File: config.mk
export PLATFORM = sky130hd
export DESIGN_NAME = gbp_front
export DESIGN_NICKNAME = d
export VERILOG_FILES = /design/src/gshare_bimodal_branch_predictor_top_defines.svh /design/src/gbp_pkg.sv /design/src/gbp_front.sv
export SDC_FILE = /design/constraint.sdc
export NUM_CORES = 1
export LEC_CHECK = 0
export BUFFER_PORTS_ARGS = -buffer_cell sky130_fd_sc_hd__buf_2
export CAP_MARGIN = 20
export CELL_PAD_IN_SITES_DETAIL_PLACEMENT = 0
export CELL_PAD_IN_SITES_GLOBAL_PLACEMENT = 2
export CORE_MARGIN = 2
export CORE_UTILIZATION = 28
export CTS_CLUSTER_SIZE = 8
export DETAILED_ROUTE_END_ITERATION = 8
export PLACE_DENSITY_LB_ADDON = 0.2
export SYNTH_ARGS = -nofsm -noshare
export SYNTH_HDL_FRONTEND = slang
export SYNTH_SLANG_ARGS = --single-unit
export TNS_END_PERCENT = 1
File: constraint.sdc
create_clock -name clk -period 6.05 [get_ports clk]
set_clock_uncertainty 0.1 [all_clocks]
set_input_delay 1.21 -clock clk [delete_from_list [all_inputs] [get_ports clk]]
set_output_delay 1.21 -clock clk [all_outputs]
set_load 0.005 [all_outputs]
File: src/gshare_bimodal_branch_predictor_top_defines.svh
// Assertion macros shared by the branch predictor RTL.
// Included by modules that carry concurrent assertions; expects clk and rst_n in scope.
`ifndef GSHARE_BIMODAL_BRANCH_PREDICTOR_TOP_DEFINES_SVH
`define GSHARE_BIMODAL_BRANCH_PREDICTOR_TOP_DEFINES_SVH

// expression must hold at every edge out of reset
`define GBP_ASSERT_HOLDS(label, expr, msg) \
    label: assert property (@(posedge clk) disable iff (!rst_n) (expr)) else $error(msg);

// same-cycle implication
`define GBP_ASSERT_IMPLIES(label, ante, cons, msg) \
    label: assert property (@(posedge clk) disable iff (!rst_n) (ante) |-> (cons)) \
        else $error(msg);

// next-cycle implication
`define GBP_ASSERT_NEXT(label, ante, cons, msg) \
    label: assert property (@(posedge clk) disable iff (!rst_n) (ante) |=> (cons)) \
        else $error(msg);

`endif

File: src/gbp_pkg.sv
// Package for the gshare/bimodal branch predictor: widths, codes, types, helpers.
// No dependencies; imported by every predictor module except gbp_ram.
package gbp_pkg;

    localparam int MAX_INDEX_BITS = 14;
    localparam int IDX_W          = MAX_INDEX_BITS;
    localparam int TABLE_DEPTH    = 1 << MAX_INDEX_BITS;
    localparam int CFG_W          = 4;
    localparam int CFG_IDX_W      = 4;
    localparam int ADDR_W         = 32;
    localparam int CNT_W          = 32;
    localparam int CTR_W          = 2;

    localparam logic [CFG_W-1:0] MAX_INDEX_CFG  = CFG_W'(MAX_INDEX_BITS);
    localparam logic [CFG_W-1:0] MIN_INDEX_CFG  = CFG_W'(1);
    localparam logic [CFG_W-1:0] INDEX_BITS_RST = CFG_W'(12);
    localparam logic [CFG_W-1:0] HIST_BITS_RST  = CFG_W'(0);

    localparam logic [CFG_IDX_W-1:0] REG_INDEX_BITS   = CFG_IDX_W'(0);
    localparam logic [CFG_IDX_W-1:0] REG_HISTORY_BITS = CFG_IDX_W'(1);

    localparam logic [CTR_W-1:0] CTR_MIN  = CTR_W'(0);
    localparam logic [CTR_W-1:0] CTR_INIT = CTR_W'(2);
    localparam logic [CTR_W-1:0] CTR_MAX  = CTR_W'(3);

    localparam logic [CNT_W-1:0] CNT_MAX = '1;

    typedef struct packed {
        logic [IDX_W-1:0] idx;
        logic             taken;
    } gbp_item_t;

    typedef enum logic [1:0] {
        BK_CLEAR,
        BK_FETCH,
        BK_UPDATE
    } gbp_back_state_t;

    // low n bits set
    function automatic logic [IDX_W-1:0] low_mask(input logic [CFG_W-1:0] n);
        logic [IDX_W-1:0] mask;
        mask = '0;
        for (int i = 0; i < IDX_W; i++)
        begin
            mask[i] = (i < int'(n));
        end
        return mask;
    endfunction

endpackage

File: src/gbp_front.sv
// Front end: config registers, index hashing (gshare/bimodal) and global history.
// Depends on gbp_pkg; feeds gbp_queue.
module gbp_front (
    input  logic                          clk,
    input  logic                          rst_n,
    input  logic                          cfg_valid,
    output logic                          cfg_ready,
    input  logic [gbp_pkg::CFG_IDX_W-1:0] cfg_index,
    input  logic [gbp_pkg::CFG_W-1:0]     cfg_data,
    input  logic                          in_valid,
    output logic                          in_ready,
    input  logic [gbp_pkg::ADDR_W-1:0]    branch_address,
    input  logic                          actual_taken,
    input  logic                          table_ready,
    input  logic                          queue_full,
    output logic                          push,
    output gbp_pkg::gbp_item_t            push_item
);
    import gbp_pkg::*;

    logic [CFG_W-1:0] index_bits_reg, index_bits_next;
    logic [CFG_W-1:0] hist_bits_reg, hist_bits_next;
    logic [IDX_W-1:0] history_reg, history_next;
    logic [CFG_W-1:0] eff_m;
    logic [CFG_W-1:0] eff_h;
    logic [IDX_W-1:0] imask;
    logic [IDX_W-1:0] hist_used;
    logic [IDX_W-1:0] hist_shifted;
    logic [IDX_W-1:0] insert_bit;

    assign cfg_ready = 1'b1;
    assign in_ready  = table_ready && !queue_full;
    assign push      = in_valid && in_ready;

    always_comb
    begin
        if (index_bits_reg < MIN_INDEX_CFG)
            eff_m = MIN_INDEX_CFG;
        else if (index_bits_reg > MAX_INDEX_CFG)
            eff_m = MAX_INDEX_CFG;
        else
            eff_m = index_bits_reg;
        eff_h = (hist_bits_reg > eff_m) ? eff_m : hist_bits_reg;

        imask        = low_mask(eff_m);
        hist_used    = history_reg & low_mask(eff_h);
        hist_shifted = hist_used << (eff_m - eff_h);

        push_item.idx   = (branch_address[IDX_W+1:2] ^ hist_shifted) & imask;
        push_item.taken = actual_taken;

        insert_bit   = IDX_W'(actual_taken) << (eff_h - CFG_W'(1));
        history_next = history_reg;
        if (push && (eff_h != '0))
            history_next = (history_reg >> 1) | insert_bit;

        index_bits_next = index_bits_reg;
        hist_bits_next  = hist_bits_reg;
        if (cfg_valid && cfg_ready)
        begin
            case (cfg_index)
                REG_INDEX_BITS:   index_bits_next = cfg_data;
                REG_HISTORY_BITS: hist_bits_next  = cfg_data;
                default:          ;
            endcase
        end
    end

    always_ff @(posedge clk or negedge rst_n)
    begin
        if (!rst_n)
        begin
            index_bits_reg <= INDEX_BITS_RST;
            hist_bits_reg  <= HIST_BITS_RST;
            history_reg    <= '0;
        end
        else
        begin
            index_bits_reg <= index_bits_next;
            hist_bits_reg  <= hist_bits_next;
            history_reg    <= history_next;
        end
    end

endmodule

-- Word-level counts from Yosys, hierarchy flattened
Index checks and enable logic that the tools add are counted.
- bits in registers: 22
- bits in latches: 0
- memory bits (writable): 0
- ROM bits: 0
- input port bits: 47
- output and inout port bits: 18
- word-level logic and storage cells: 54
- memories kept: 0
- $add $sub $neg: 2
- multiply operators: 0
- divide/modulo/power cells: 0
- $lt $le $gt $ge: 31
- equality and inequality tests: 1
- shifts and indexed selects: 2
- multiplexer cells: 3
- bitwise logic cells: 4
- reductions and logical operators: 8
- operators by type and width (kind ; count):
    4-bit < comparator (first input constant) ; 12
    3-bit by 4-bit < comparator with 1-bit output (first input constant) ; 8
    14-bit bitwise AND ; 2
    1-bit by 4-bit < comparator with 1-bit output (first input constant) ; 4
    2-bit by 4-bit < comparator with 1-bit output (first input constant) ; 4
    13-bit by 14-bit bitwise OR with 14-bit output ; 1
    1-bit by 4-bit left shift with 14-bit output ; 1
    14-bit by 4-bit left shift with 14-bit output ; 1
    14-bit bitwise XOR ; 1
    4-bit 2-to-1 mux ; 3
    4-bit by 1-bit equality test with 1-bit output (second input constant) ; 1
    4-bit greater-than comparator ; 1
    4-bit greater-than comparator (second input constant) ; 1
    4-bit zero test ; 1
    4-bit by 1-bit < comparator with 1-bit output (second input constant) ; 1
    2-bit AND reduction ; 2
    4-bit nonzero test ; 1
    4-bit by 1-bit subtractor with 4-bit output (second input constant) ; 1
    4-bit subtractor ; 1
    1-bit logical AND ; 3
    1-bit zero test ; 1

-- Longest topological paths before layout
- word-level depth: 10
- mapped depth: 22
- gate-level depth less buffers: 19

-- Worst setup path before layout
No wires, ideal clock.
- kind: register to output
- start point: register index_bits_reg[2]
- end point: output port push_item[12] (netlist name)
- arrival time: 4.440 ns
- data required time: 4.740 ns
- setup slack: 0.300 ns
- cell stages (with the launch flop): 20
- path buffers: 2
- path through: dfstp_2 > buf_2 > nand2_1 > nand2_1 > a21oi_1 > ha_1 > nor2b_1 > o211ai_1 > a21oi_2 > buf_2 > mux2i_1 > inv_1 > ha_1 > a21o_1 > a32o_1 > a31o_1 > mux2_4 > or4_1 > a31o_1 > a21oi_2
- RTL lines (item ; RTL line ; source):
    from (decl) ; gbp_front.sv:21 ; logic [CFG_W-1:0] index_bits_reg, index_bits_next;
    from (signal assigned) ; gbp_front.sv:79 ; index_bits_reg <= index_bits_next;
    to (decl) ; gbp_front.sv:17 ; output gbp_pkg::gbp_item_t push_item

==> impl_summary.md <==
GRT
The final global-route overflow total is 0. The maximum number of pins on one net before global-route repair is 29. The via count of the first global-routing pass was approximately 3,000. The global-route wire length before repair is 16.3 mm. The overall track demand over capacity in global routing is 0.187. The initial antenna violation count came to 0.

Layout
The repair_antennas step left the layout with diodes totalling 0. The post-layout utilization of the core is 0.347. In the final layout, the share of cells above drive strength 1 is 0.249. The register with the most flip-flops in the layout has 14 of them. Compared with the post-synthesis result, the final layout area differs by 20.6%. For this run, the post-layout net count is between 400 and 500.

Power
Summed over all cells, the static leakage comes to ~1.4 nW. The worst-case IR drop observed on VDD is 0.222 mV. The power per standard cell area is 665 nW/um^2.

STA
The final period demand of the worst path is about 5.8 ns. For the pin with the worst max-slew slack, the measured transition is around 0.89 ns. Hold is met by about 0.46 ns. The final sum of negative setup slack is 0 ns. The number of hold violations in the final report is 0.

The final cycle utilization of the critical path is 0.960. The maximum achievable frequency is 172 MHz. Setup repair after global routing left no endpoint under its margin. The number of endpoints failing setup at the final stage is 0. The count of final max-slew check failures is 0.

The worst slew margin relative to its limit is 0.399.

Setup path
The arrival time reported for the critical path endpoint is around 4.5 ns. The capture point of the worst reg-to-reg path is history_reg[10]$_DFFE_PN0P_. Of all nets on the critical path, the largest fanout is 12.

The worst setup path is captured at a primary output. The startpoint kind of the worst setup timing path is a flop. For the worst flop-to-flop path, the logic depth is 13. The startpoint identified for the worst register-to-register timing path is index_bits_reg[2]$_DFFE_PN1P_. The setup slack of the worst register-to-register path is approximately 2.2 ns.

The type of the worst setup path is reg -> out. The critical path data required time is roughly 4.7 ns.

Logic synthesis
The primary flip-flop cell chosen by synthesis mapping is sky130_fd_sc_hd__dfrtp_1. The net count after synthesis is 436. Synthesis handed over a netlist of approximately 380 instances. The warning count from the yosys run is 0. The synthesized area per cell is approximately 7.3 sq um. The post-synthesis register bit count is 22. The share of flip-flops with an asynchronous set or reset after synthesis is 1.00.

For this run, the register share of the synthesized area comes to 0.197. Summing every instance area after synthesis gives between 2000 and 3000 sq um. The number of distinct library cells after synthesis is 62. The number of enable-type register cells in the synthesized netlist is 0.

Floorplan
The die is ~100 um tall. The area of the core is approximately 9800 sq um. The initial core utilization is 0.288. In this run the count of I/O pins placed on the die edge is 65.

The die covers ~11,000 sq um. The placement row count is 36. In this run the horizontal extent of the chip is around 100 um.

CTS
The clock passes through at most 2 buffers. The tree built by TritonCTS fans out to 22 sinks. The root buffer cell chosen for the clock tree is sky130_fd_sc_hd__clkbuf_8. The clock latency on the worst-skew pair is around 0.26 ns. The clock edge transition at the registers on the reported setup and hold paths is 0.08 ns. In this run, CTS created clock tree buffers numbering 3. In this run the number of H-tree levels came out at 1. The number of buffers added to fix hold violations after cts is 0. The clock tree from TritonCTS is done.

Drt
The wire length reported by the detailed router is between 10 and 15 mm. The number of violations reported at the end of detailed-routing iteration 0 is 193. In the routed design, unresolved DRC markers number 0.

The remaining number of nets flagged by the antenna check after routing is 0. After detailed routing, the average wire length per cell comes to approximately 18 um. Before antenna repair, the detailed router went through 5 iterations. The number of vias in the routed layout is about 3,100. After detailed routing, the number of vias per cell comes to 5.60.

Place
The number of buffers added on ports is 45. The congestion estimate from routability-driven global placement came to roughly 0.86. The estimated wirelength of the detail-placed design is between 8 and 9 mm.

Worst hold path
The class of the tightest hold or removal check is reg -> reg. The startpoint identified for the worst hold timing path is history_reg[13]$_DFFE_PN0P_. The cell depth of the worst min-delay path is 2. For hold timing, the worst endpoint is history_reg[12]$_DFFE_PN0P_.

Flow run
Max-cap violations in this run came to 0.

Status
The flow ran to the end, and the final reports show no timing, DRC or antenna violations.
-- metrics by stage --
stage	cells	power (mW)	setup WS, ns	instance area (sq um)
2_1_floorplan	383	1.48	0.300	2810
3_3_place_gp	554	2.06	0.274	3260
3_5_place_dp	554	2.07	0.260	3260
4_1_cts	558	2.18	0.00922	3320
5_1_grt	562	2.45	0.0168	3390
6_report	562	2.25	0.242	3390
-- area by class of cell --
type / count / area [sq um]
Timing Repair Buffer: 71 / 433
Sequential cell: 22 / 557
Inverter: 14 / 56.3
Clock buffer: 4 / 55.1
Tap cell: 133 / 166
Multi-Input combinational cell: 318 / 2120
Fill cell: 1075 / 6390
-- layer usage --
metal | part of all wire | global-route usage | vias to the layer above
met1 | 0.47 | 0.257 | 1486
li1 | - | - | 1545
met2 | 0.46 | 0.310 | 97
met3 | 0.039 | 0.0113 | 21
met4 | 0.032 | 0.0656 | 0
met5 | 0 | 0 | -
-- logic make-up (layout without fill, tap and decap cells) --
group,after synthesis,after routing,share of synthesized area
AND/OR/NAND/NOR,145,145,0.258
multiplexers,23,23,0.101
flip-flops,22,22,0.197
other,1,1,0.00133
AO/OA/AOI/OAI,136,136,0.331
XOR/XNOR,6,6,0.0187
adder cells (fa/ha/maj),7,7,0.0307
buffers and inverters,43,89,0.0623
-- placed cells by master, fill, tap and decap left out, types with 5 or more instances in the layout --
cell type                    n
sky130_fd_sc_hd__mux2_2      8
sky130_fd_sc_hd__nand4_1     9
sky130_fd_sc_hd__or2_2       5
sky130_fd_sc_hd__mux2i_1    11
sky130_fd_sc_hd__buf_2      45
sky130_fd_sc_hd__or3_1       6
sky130_fd_sc_hd__o21a_1      5
sky130_fd_sc_hd__inv_1      11
sky130_fd_sc_hd__nor2b_1    10
sky130_fd_sc_hd__nor3_1     16
sky130_fd_sc_hd__nor2_1     33
sky130_fd_sc_hd__nand2b_1    6
sky130_fd_sc_hd__nand3_1    10
sky130_fd_sc_hd__a21oi_1    39
sky130_fd_sc_hd__dfrtp_1    20
sky130_fd_sc_hd__nand2_1    29
sky130_fd_sc_hd__ha_1        6
sky130_fd_sc_hd__o21ai_0    17
sky130_fd_sc_hd__o2111ai_1   8
sky130_fd_sc_hd__buf_4      25
sky130_fd_sc_hd__a31oi_1     8
sky130_fd_sc_hd__nor4_1      7
sky130_fd_sc_hd__o211ai_1    8
-- worst max-delay path, stage by stage, from the launching register on --
cell and delay, ns:
sky130_fd_sc_hd__dfstp_4 0.70, sky130_fd_sc_hd__nor2_1 0.09, sky130_fd_sc_hd__nor2_1 0.11, sky130_fd_sc_hd__a21oi_2 0.06
sky130_fd_sc_hd__ha_1 0.19, sky130_fd_sc_hd__nor2b_1 0.14, sky130_fd_sc_hd__o211ai_1 0.17, sky130_fd_sc_hd__a21oi_4 0.18
sky130_fd_sc_hd__mux2i_1 0.25, sky130_fd_sc_hd__inv_1 0.09, sky130_fd_sc_hd__ha_1 0.26, sky130_fd_sc_hd__a21o_1 0.18
sky130_fd_sc_hd__a32o_1 0.21, sky130_fd_sc_hd__a31o_1 0.23, sky130_fd_sc_hd__mux2_4 0.35, sky130_fd_sc_hd__or4_1 0.57
sky130_fd_sc_hd__a31o_1 0.21, sky130_fd_sc_hd__a21oi_2 0.12, sky130_fd_sc_hd__buf_2 0.11
-- cell usage after synthesis, drive strengths merged (4+ instances only) --
master	number	share of area
clkbuf	22	0.029
nand2	30	0.040
o211ai	8	0.021
a21o	4	0.011
nand3	10	0.018
mux2i	11	0.039
o2111ai	8	0.025
o211a	4	0.014
dfrtp	20	0.18
and2	4	0.0089
ha	6	0.027
a21oi	43	0.079
nor2b	10	0.022
nor2	33	0.044
buf	7	0.014
inv	12	0.016
o21ai	19	0.034
o21a	5	0.013
or2	5	0.011
nor3	16	0.028
xor2	4	0.012
mux2	9	0.037
a2111oi	4	0.012
nor4	7	0.016
nand4	9	0.020
nand2b	6	0.013
a31oi	8	0.018
or3	6	0.013
-- worst max path at each step --
stage / end / slack (ns) / cells after the start / startpoint
global route: push_item[12] / 0.02 / 19 / index_bits_reg[2]$_DFFE_PN1P_
CTS: push_item[12] / 0.009 / 17 / index_bits_reg[2]$_DFFE_PN1P_
detailed placement: push_item[12] / 0.26 / 17 / index_bits_reg[2]$_DFFE_PN1P_
global placement: push_item[13] / 0.27 / 17 / index_bits_reg[2]$_DFFE_PN1P_
floorplan: push_item[12] / 0.30 / 19 / index_bits_reg[2]$_DFFE_PN1P_
finish: push_item[12] / 0.24 / 18 / index_bits_reg[2]$_DFFE_PN1P_
-- timing repair --
action,4_1_cts,5_1_grt
endpoints found under the setup margin,4,10
setup buffers,0,4
gates resized for setup,2,11
-- power breakdown --
part,internal (mW),switching (mW)
registers,0.206,0.0848
clock network,0.0580,0.0472
logic,0.781,1.08
total,1.04,1.21
Power figures use the tool's default switching activity.
