**config.mk**
```make
export PLATFORM = sky130hd
export DESIGN_NAME = gbp_queue
export DESIGN_NICKNAME = d
export VERILOG_FILES = /design/src/gshare_bimodal_branch_predictor_top_defines.svh /design/src/gbp_pkg.sv /design/src/gbp_queue.sv
export SDC_FILE = /design/constraint.sdc
export NUM_CORES = 1
export LEC_CHECK = 0
export ABC_CLOCK_PERIOD_IN_PS = 2000
export BUFFER_PORTS_ARGS = -buffer_cell sky130_fd_sc_hd__buf_4
export CORE_MARGIN = 2
export CORE_UTILIZATION = 35
export DETAILED_ROUTE_END_ITERATION = 7
export PLACE_DENSITY = 0.54
export SLEW_MARGIN = 10
export SYNTH_ARGS = -nofsm -noshare
export SYNTH_HDL_FRONTEND = slang
export SYNTH_SLANG_ARGS = --single-unit
```
**constraint.sdc**
```tcl
create_clock -name clk -period 2 [get_ports clk]
set_clock_uncertainty 0.2 [all_clocks]
set_input_delay 0.1 -clock clk [delete_from_list [all_inputs] [get_ports clk]]
set_output_delay 0.1 -clock clk [all_outputs]
set_load 0.01 [all_outputs]
```
**src/gshare_bimodal_branch_predictor_top_defines.svh**
```systemverilog
// Assertion macros shared by the branch predictor RTL.
// Included by modules that carry concurrent assertions; expects clk and rst_n in scope.
`ifndef GSHARE_BIMODAL_BRANCH_PREDICTOR_TOP_DEFINES_SVH
`define GSHARE_BIMODAL_BRANCH_PREDICTOR_TOP_DEFINES_SVH

// expression must hold at every edge out of reset
`define GBP_ASSERT_HOLDS(label, expr, msg) \
    label: assert property (@(posedge clk) disable iff (!rst_n) (expr)) else $error(msg);

// same-cycle implication
`define GBP_ASSERT_IMPLIES(label, ante, cons, msg) \
    label: assert property (@(posedge clk) disable iff (!rst_n) (ante) |-> (cons)) \
        else $error(msg);

// next-cycle implication
`define GBP_ASSERT_NEXT(label, ante, cons, msg) \
    label: assert property (@(posedge clk) disable iff (!rst_n) (ante) |=> (cons)) \
        else $error(msg);

`endif

```
**src/gbp_pkg.sv**
```systemverilog
// Package for the gshare/bimodal branch predictor: widths, codes, types, helpers.
// No dependencies; imported by every predictor module except gbp_ram.
package gbp_pkg;

    localparam int MAX_INDEX_BITS = 14;
    localparam int IDX_W          = MAX_INDEX_BITS;
    localparam int TABLE_DEPTH    = 1 << MAX_INDEX_BITS;
    localparam int CFG_W          = 4;
    localparam int CFG_IDX_W      = 4;
    localparam int ADDR_W         = 32;
    localparam int CNT_W          = 32;
    localparam int CTR_W          = 2;

    localparam logic [CFG_W-1:0] MAX_INDEX_CFG  = CFG_W'(MAX_INDEX_BITS);
    localparam logic [CFG_W-1:0] MIN_INDEX_CFG  = CFG_W'(1);
    localparam logic [CFG_W-1:0] INDEX_BITS_RST = CFG_W'(12);
    localparam logic [CFG_W-1:0] HIST_BITS_RST  = CFG_W'(0);

    localparam logic [CFG_IDX_W-1:0] REG_INDEX_BITS   = CFG_IDX_W'(0);
    localparam logic [CFG_IDX_W-1:0] REG_HISTORY_BITS = CFG_IDX_W'(1);

    localparam logic [CTR_W-1:0] CTR_MIN  = CTR_W'(0);
    localparam logic [CTR_W-1:0] CTR_INIT = CTR_W'(2);
    localparam logic [CTR_W-1:0] CTR_MAX  = CTR_W'(3);

    localparam logic [CNT_W-1:0] CNT_MAX = '1;

    typedef struct packed {
        logic [IDX_W-1:0] idx;
        logic             taken;
    } gbp_item_t;

    typedef enum logic [1:0] {
        BK_CLEAR,
        BK_FETCH,
        BK_UPDATE
    } gbp_back_state_t;

    // low n bits set
    function automatic logic [IDX_W-1:0] low_mask(input logic [CFG_W-1:0] n);
        logic [IDX_W-1:0] mask;
        mask = '0;
        for (int i = 0; i < IDX_W; i++)
        begin
            mask[i] = (i < int'(n));
        end
        return mask;
    endfunction

endpackage

```
**src/gbp_queue.sv**
```systemverilog
// Two-entry queue of indexed branches between the front and back ends.
// Depends on gbp_pkg.
module gbp_queue (
    input  logic              clk,
    input  logic              rst_n,
    input  logic              push,
    input  gbp_pkg::gbp_item_t push_item,
    input  logic              pop,
    output gbp_pkg::gbp_item_t pop_item,
    output logic              full,
    output logic              empty
);
    import gbp_pkg::*;

    gbp_item_t  slot_reg [2];
    logic       wr_ptr_reg, wr_ptr_next;
    logic       rd_ptr_reg, rd_ptr_next;
    logic [1:0] count_reg, count_next;

    assign full     = (count_reg == 2'd2);
    assign empty    = (count_reg == 2'd0);
    assign pop_item = slot_reg[rd_ptr_reg];

    always_comb
    begin
        wr_ptr_next = push ? ~wr_ptr_reg : wr_ptr_reg;
        rd_ptr_next = pop ? ~rd_ptr_reg : rd_ptr_reg;
        count_next  = count_reg + 2'(push) - 2'(pop);
    end

    always_ff @(posedge clk or negedge rst_n)
    begin
        if (!rst_n)
        begin
            wr_ptr_reg <= 1'b0;
            rd_ptr_reg <= 1'b0;
            count_reg  <= 2'd0;
        end
        else
        begin
            wr_ptr_reg <= wr_ptr_next;
            rd_ptr_reg <= rd_ptr_next;
            count_reg  <= count_next;
        end
    end

    always_ff @(posedge clk)
    begin
        if (push)
        begin
            slot_reg[wr_ptr_reg] <= push_item;
        end
    end

endmodule

```
Word level (Yosys, flattened, before mapping)
Memories as Yosys holds them, arrays and structs flattened. Index checks and enable logic that the tools add are counted. W data, S select, Z words.

Word-level logic and storage cells: 12. Bits in registers: 4. Memory bits (writable): 30. Output and inout port bits: 17. Memories: 1.

Bitwise operators: 2. Add/sub/neg operators: 2. Reduce and logical (&&, ||, !) cells: 1. Eq/ne operators: 1. Mux-type cells: 2.

Memories: slot_reg (depth 2, bits a word 15, read ports 1, clocked after Yosys merged registers in 0, write ports 1, RTL line gbp_queue.sv:15) `gbp_item_t slot_reg [2];`.

Operator list (count): $add A2 B1 Y2 (1); $eq A2 B2 Y1 const B (1); $logic_not A2 Y1 (1); $mux W1 (2); $not A1 Y1 (2); $sub A2 B1 Y2 (1).

Logic depth before layout (Yosys ltp)
Gate-level depths: netlist of the first run.

Word-level depth: 2. Gate-level depth with buffers: 5. Gate-level depth less buffers: 5.

Least setup slack after synthesis of the first run
OpenSTA, ideal clock, no wires.

Path type: reg2reg. From: reg wr_ptr_reg. To: mem slot_reg[0][0] in the netlist's numbering (enable). Cell stages (with the launch flop): 2. Clock period less this slack: 1.683 ns. Path slack: 0.317 ns. Setup time: 0.388 ns. Arrival time: 1.095 ns. Cells stage by stage: dfrtp_1 nor2b_1.

RTL lines: from (decl) (RTL line gbp_queue.sv:16) `logic wr_ptr_reg, wr_ptr_next;`; from (signal assigned) (RTL line gbp_queue.sv:41) `wr_ptr_reg <= wr_ptr_next;`; to (decl) (RTL line gbp_queue.sv:15).

No word-level cell before the write port.

==> flow_summary_export.csv, run 1 <==
group,metric,value,unit
finish,fillerInstances,310,
global_route,grt_overflow_total,0,
routing,via_count,723,
floorplan,start_util,0.364,
routing,antenna_left,0,
clocking,clock_latency,0.27,ns
pwr,p_int,1710,uW
run,drv_cap,0,
finish,antenna_cells,0,
global_route,antenna_found_initial,0,
routing,first_pass_iters,3,
global_route,grt_pass1_wl,3300,um
global_route,use_met2,0.169,
timing,finalCritPeriodShare,0.900,
clocking,cts_resized,0,
synth,synth_area,0.00133,mm^2
clocking,clockBufferDepth,2,
routing,drt_iter0_markers,13,
timing,setup_viol,0,
floorplan,core,0.00366,mm^2
setup_path,critical_path_arrival,1.50,ns
synth,synth.distinct_cells,13,
place,dp_hpwl,1500,um
pwr,ir_worst_vdd,0.675,mV
place,portBuffers,35,
clocking,clkTransAtPathRegs,0.06,ns
finish,fin_nets,147,
clocking,cts_root_buf,"clkbuf_8",
timing,finalHoldViolCount,0,
pwr,p_sw_frac,0.269,
synth,ys_warn_count,0,
floorplan,rows,22,
setup_path,crit_top_cell,"buf_4",
global_route,grt_usage,0.109,
synth,synth-seq-cells,34,
finish,fin_util,0.528,
timing,rsz0062_at_grt,"no",
finish,syn2layout_area_growth,45.1,%
global_route,grt_max_degree,11,
floorplan,io_pins,36,
global_route,use_met3,0.0514,
setup_path,worstPathRequired,1.70,ns
status,status,"finished, final reports clean",
timing,post-route-min-period,1.80,ns
clocking,cts.htree.levels,2,
timing,maxSlewViolCount,0,
routing,wl_per_cell,12.0,um
setup_path,path_class,"reg2out",
timing,relSlewSlack,0.794,
clocking,hold_buffers,19,
routing,routed_via_density,4.13,
floorplan,die-area,0.00431,mm^2
setup_path,start_kind,"flip-flop",
pwr,p_per_area,1210,mW/mm^2
setup_path,critical-path-slowest-cell,"dfrtp_1",
synth,synth_nets,83,
clocking,postCtsSetupRepairBufs,0,
synth,ys_seq_area_frac,0.752,
pwr,power_leakage,0.000800,uW
clocking,cts_made_buffers,5,
timing,worst_pin_slew,0.309,ns
global_route,use_met1,0.128,
finish,drive_above_1_share,0.480,
timing,max_freq,556,MHz
setup_path,worstPathCellList,"buf_4 > mux2_2 > buf_4",
floorplan,die_h,65.7,um
pwr,total_power,2340,uW
clocking,cts_tree,"done",
pwr,p_switching,627,uW
synth,netlist_instances,62,
setup_path,crit_family,"flip-flops",
setup_path,end_kind,"output port",
pwr,p_clk_frac,0.194,
timing,fin_tns_setup,0,ns
pwr,seq_power_share,0.442,
setup_path,critPathBufInv,2,
global_route,grt.busiest_layer,"met2",
setup_path,max_stage_delay,0.52,ns
global_route,grt_pass1_vias,713,
pwr,p_comb_frac,0.363,
clocking,clock_sinks,34,
synth,avgSynthCellArea,21.5,um^2
finish,largest_reg_flops,30,
routing,drc_errors,0,
floorplan,die_w,65.7,um
min_path,hp-class,"reg2reg",
timing,hold_slack,0.290,ns
setup_path,path_max_fanout,8,
routing,wl,2110,um
place,place_congestion,0.581,
-- cells in the mapped netlist, drive strengths merged --
| library cell | n | share of area |
|---|---|---|
| ha | 2 | 0.019 |
| xor2 | 2 | 0.013 |
| dfrtp | 4 | 0.075 |
| nor2b | 2 | 0.0094 |
| inv | 2 | 0.0056 |
| xor3 | 1 | 0.018 |
| buf | 2 | 0.023 |
| mux2 | 15 | 0.15 |
| edfxtp | 30 | 0.68 |
| nor2 | 1 | 0.0028 |
| and2 | 1 | 0.0047 |
-- logic make-up (layout without fill, tap and decap cells) --
| logic type | Yosys count | count (layout) | share of synthesized area |
|---|---|---|---|
| flops | 34 | 34 | 0.752 |
| mux | 15 | 15 | 0.152 |
| simple gates | 4 | 4 | 0.0169 |
| buf+inv | 4 | 69 | 0.0291 |
| xor+xnor | 3 | 3 | 0.0310 |
| fa+ha+maj | 2 | 2 | 0.0188 |
-- area by class of cell --
cell class / count / area, um^2 / area share
flip-flops and latches: 34 / 1000 / 0.518
repair buffers: 59 / 490 / 0.254
multi-input cells: 24 / 292 / 0.151
clock buffers: 6 / 72.6 / 0.0376
well taps: 48 / 60.1 / 0.0311
clock inverters: 2 / 8.76 / 0.00453
inverters: 2 / 7.51 / 0.00389
-- metrics by stage --
stage                     cell area, um^2  cells  setup WS, ns
after global routing                 1930    175         0.112
after CTS                            1930    175         0.166
after floorplan                      1330     62         0.317
after detailed placement             1660    148         0.474
after global placement               1660    148         0.488
final                                1930    175         0.201
-- placed cells by master, fill, tap and decap left out, drive strengths merged --
cell type and n:
buf 40, edfxtp 30, dlygate4sd3 19, mux2 15, clkbuf 6, dfrtp 4
inv 2, nor2b 2, xor2 2, ha 2, clkinv 2, xor3 1
nor2 1, and2 1
-- per-layer routing --
metal | vias to the layer above | share of wire
li1 | 359 | -
met1 | 335 | 0.43
met2 | 27 | 0.49
met3 | 2 | 0.075
met4 | 0 | 0.0062
met5 | - | 0
-- power groups by stage --
stage	logic, uW	registers [uW]	clock network [uW]
global route	917	1050	519
CTS	869	1040	477
floorplan	557	1010	0
detailed placement	838	1050	0
global placement	827	1040	0
finish	848	1030	454
-- final timing paths --
check	startpoint	end	slack, ns	cells after the start
setup reg to reg	wr_ptr_reg$_DFFE_PN0P_	slot_reg[1][10]$_DFFE_PP_	0.56	2
min in group asynchronous	rst_n	wr_ptr_reg$_DFFE_PN0P_	0.53	3
hold reg to reg	wr_ptr_reg$_DFFE_PN0P_	wr_ptr_reg$_DFFE_PN0P_	0.29	1
setup / recovery	rd_ptr_reg$_DFFE_PN0P_	pop_item[3]	0.20	3
hold / removal	wr_ptr_reg$_DFFE_PN0P_	wr_ptr_reg$_DFFE_PN0P_	0.29	1
max in group asynchronous	rst_n	rd_ptr_reg$_DFFE_PN0P_	0.88	3
(Power assumes the default switching activity.)
==> run 2: changes to the inputs <==
CORE_UTILIZATION = 38   (was 35)
PLACE_DENSITY = 0.58   (was 0.54)
==> run 2 against run 1 <==
  * Worst setup slack improved by 0.16 ns
  * Non-clock buffer count increased by 2
  * Sequential share of layout area increased by 0.24 points
  * Maximum frequency increased by 9.9%
  * Combinational power increased by 4.5%
  * Highest routed layer unchanged
==> flow_summary_export.csv, run 2 (same netlist as run 1, synthesis figures left out) <==
group,metric,value,unit
floorplan,io_pins,36,
pwr,ir_worst_vdd,0.671,mV
global_route,grt_usage,0.122,
clocking,cts_made_buffers,5,
routing,antenna_left,0,
routing,via_count,755,
floorplan,core,0.00336,mm^2
timing,setup_viol,0,
setup_path,reg2reg_to,"count_reg[1]$_DFF_PN0_",
pwr,p_per_area,1180,mW/mm^2
global_route,grt_max_degree,11,
setup_path,worstPathCellList,"buf_4 > mux2_4 > buf_4",
global_route,grt_pass1_vias,803,
setup_path,rrSetupSlack,0.55,ns
clocking,clkTransAtPathRegs,0.09,ns
finish,fin_nets,149,
setup_path,path_max_fanout,9,
place,place_congestion,0.626,
min_path,hold_end,"wr_ptr_reg$_DFFE_PN0P_",
floorplan,die_w,63.2,um
routing,drt_iter0_markers,8,
setup_path,r2r_cells,5,
finish,final_cells,175,
timing,finalHoldViolCount,0,
global_route,grt_pass1_wl,3580,um
timing,post-route-min-period,1.64,ns
setup_path,worstPathRequired,1.70,ns
setup_path,start_kind,"flip-flop",
clocking,postCtsSetupRepairBufs,0,
timing,max_freq,611,MHz
setup_path,critical-path-slowest-cell,"dfrtp_1",
finish,drive_above_1_share,0.496,
finish,layout_commonest_cell,"buf_4",
setup_path,critical_path_arrival,1.34,ns
place,dp_hpwl,1480,um
finish,largest_reg_flops,30,
timing,maxSlewViolCount,0,
global_route,grt_overflow_total,0,
setup_path,path_class,"reg2out",
clocking,cts_resized,0,
pwr,power_leakage,0.000803,uW
clocking,cts_tree,"done",
min_path,min_from,"wr_ptr_reg$_DFFE_PN0P_",
floorplan,die_h,63.2,um
routing,wl,2090,um
finish,antenna_cells,0,
setup_path,worstReg2RegStart,"count_reg[0]$_DFF_PN0_",
timing,relSlewSlack,0.812,
min_path,hp-class,"reg2reg",
routing,wl_per_cell,11.9,um
clocking,clock_sinks,34,
place,dp_cells,148,
run,drv_cap,0,
setup_path,crit_top_cell,"buf_4",
setup_path,end_kind,"output port",
timing,worst_pin_slew,0.281,ns
timing,finalWorstSetupSlack,0.362,ns
place,dp_slack,0.565,ns
clocking,clockBufferDepth,2,
floorplan,start_util,0.396,
min_path,hold_depth,1,
routing,routed_via_density,4.31,
clocking,cts_root_buf,"clkbuf_4",
global_route,antenna_found_initial,0,
routing,first_pass_iters,3,
status,status,"finished, final reports clean",
timing,finalCritPeriodShare,0.819,
floorplan,die-area,0.00399,mm^2
clocking,clock_latency,0.31,ns
timing,fin_tns_setup,0,ns
setup_path,max_stage_delay,0.35,ns
floorplan,rows,21,
setup_path,crit_start,"rd_ptr_reg$_DFFE_PN0P_",
place,portBuffers,35,
finish,final_cell_mix,"42 x buf_4, 30 x edfxtp_1, 19 x dlygate4sd3_1, 9 x mux2_4, 6 x mux2_2",
routing,drc_errors,0,
finish,syn2layout_area_growth,44.5,%
clocking,cts.htree.levels,2,
timing,rsz0062_at_grt,"no",
==> run 2: cell count changes in the layout (fill, tap and decap cells not counted) <==
cell / change
clkinv_1: -1
buf_4: +2
clkbuf_8: -4
clkbuf_4: +5
==> run 2: metal layers <==
metal  vias up  GRT usage  part of all wire
met5         -          0                 0
met4         0     0.0489            0.0072
met3         2     0.0482             0.058
met2        24      0.203              0.51
met1       364      0.139              0.42
li1        365          -                 -
==> run 2: worst max path at each step <==
stage / cells after the start / slack [ns] / to
after global routing: 3 / 0.28 / pop_item[9]
after floorplan: 1 / 0.32 / slot_reg[0][0]$_DFFE_PP_
after global placement: 5 / 0.64 / count_reg[1]$_DFF_PN0_
after CTS: 3 / 0.33 / pop_item[11]
final: 3 / 0.36 / pop_item[11]
after detailed placement: 5 / 0.56 / count_reg[1]$_DFF_PN0_
==> run 2: area by class of cell <==
| cell class | count | area [um^2] |
|---|---|---|
| clock buffers | 7 | 55.1 |
| clock inverters | 1 | 5.00 |
| fillers | 282 | 1440 |
| inverters | 2 | 7.51 |
| multi-input cells | 24 | 292 |
| flip-flops and latches | 34 | 1000 |
| well taps | 46 | 57.6 |
| repair buffers | 61 | 505 |
==> run 2: worst max-delay path: cells and delay by family (launching register included) <==
family / cells / cell delay (ns)
buffers and inverters: 2 / 0.36
flip-flops: 1 / 0.35
multiplexers: 1 / 0.31
==> run 2: through the flow <==
| step | hold WS (ns) | total power [uW] | util | cell area (um^2) |
|---|---|---|---|---|
| after floorplan | -0.396 | 1570 | - | 1330 |
| after global placement | -0.302 | 1880 | 0.497 | 1670 |
| after detailed placement | -0.301 | 1900 | 0.497 | 1670 |
| after CTS | 0.288 | 2310 | 0.572 | 1920 |
| after global routing | 0.282 | 2410 | 0.572 | 1920 |
| final | 0.288 | 2270 | 0.572 | 1920 |
==> run 2: power breakdown <==
part	total (uW)	switching, uW	leakage, uW	internal [uW]
registers	1010	56.6	0.000328	953
clock network	372	201	0.0000353	170
logic	886	356	0.000440	530
==> run 2: what timing repair did <==
action                                  CTS  global route
endpoints found under the setup margin    0             0
hold buffers                             19             0
hold endpoints to repair                 37             0
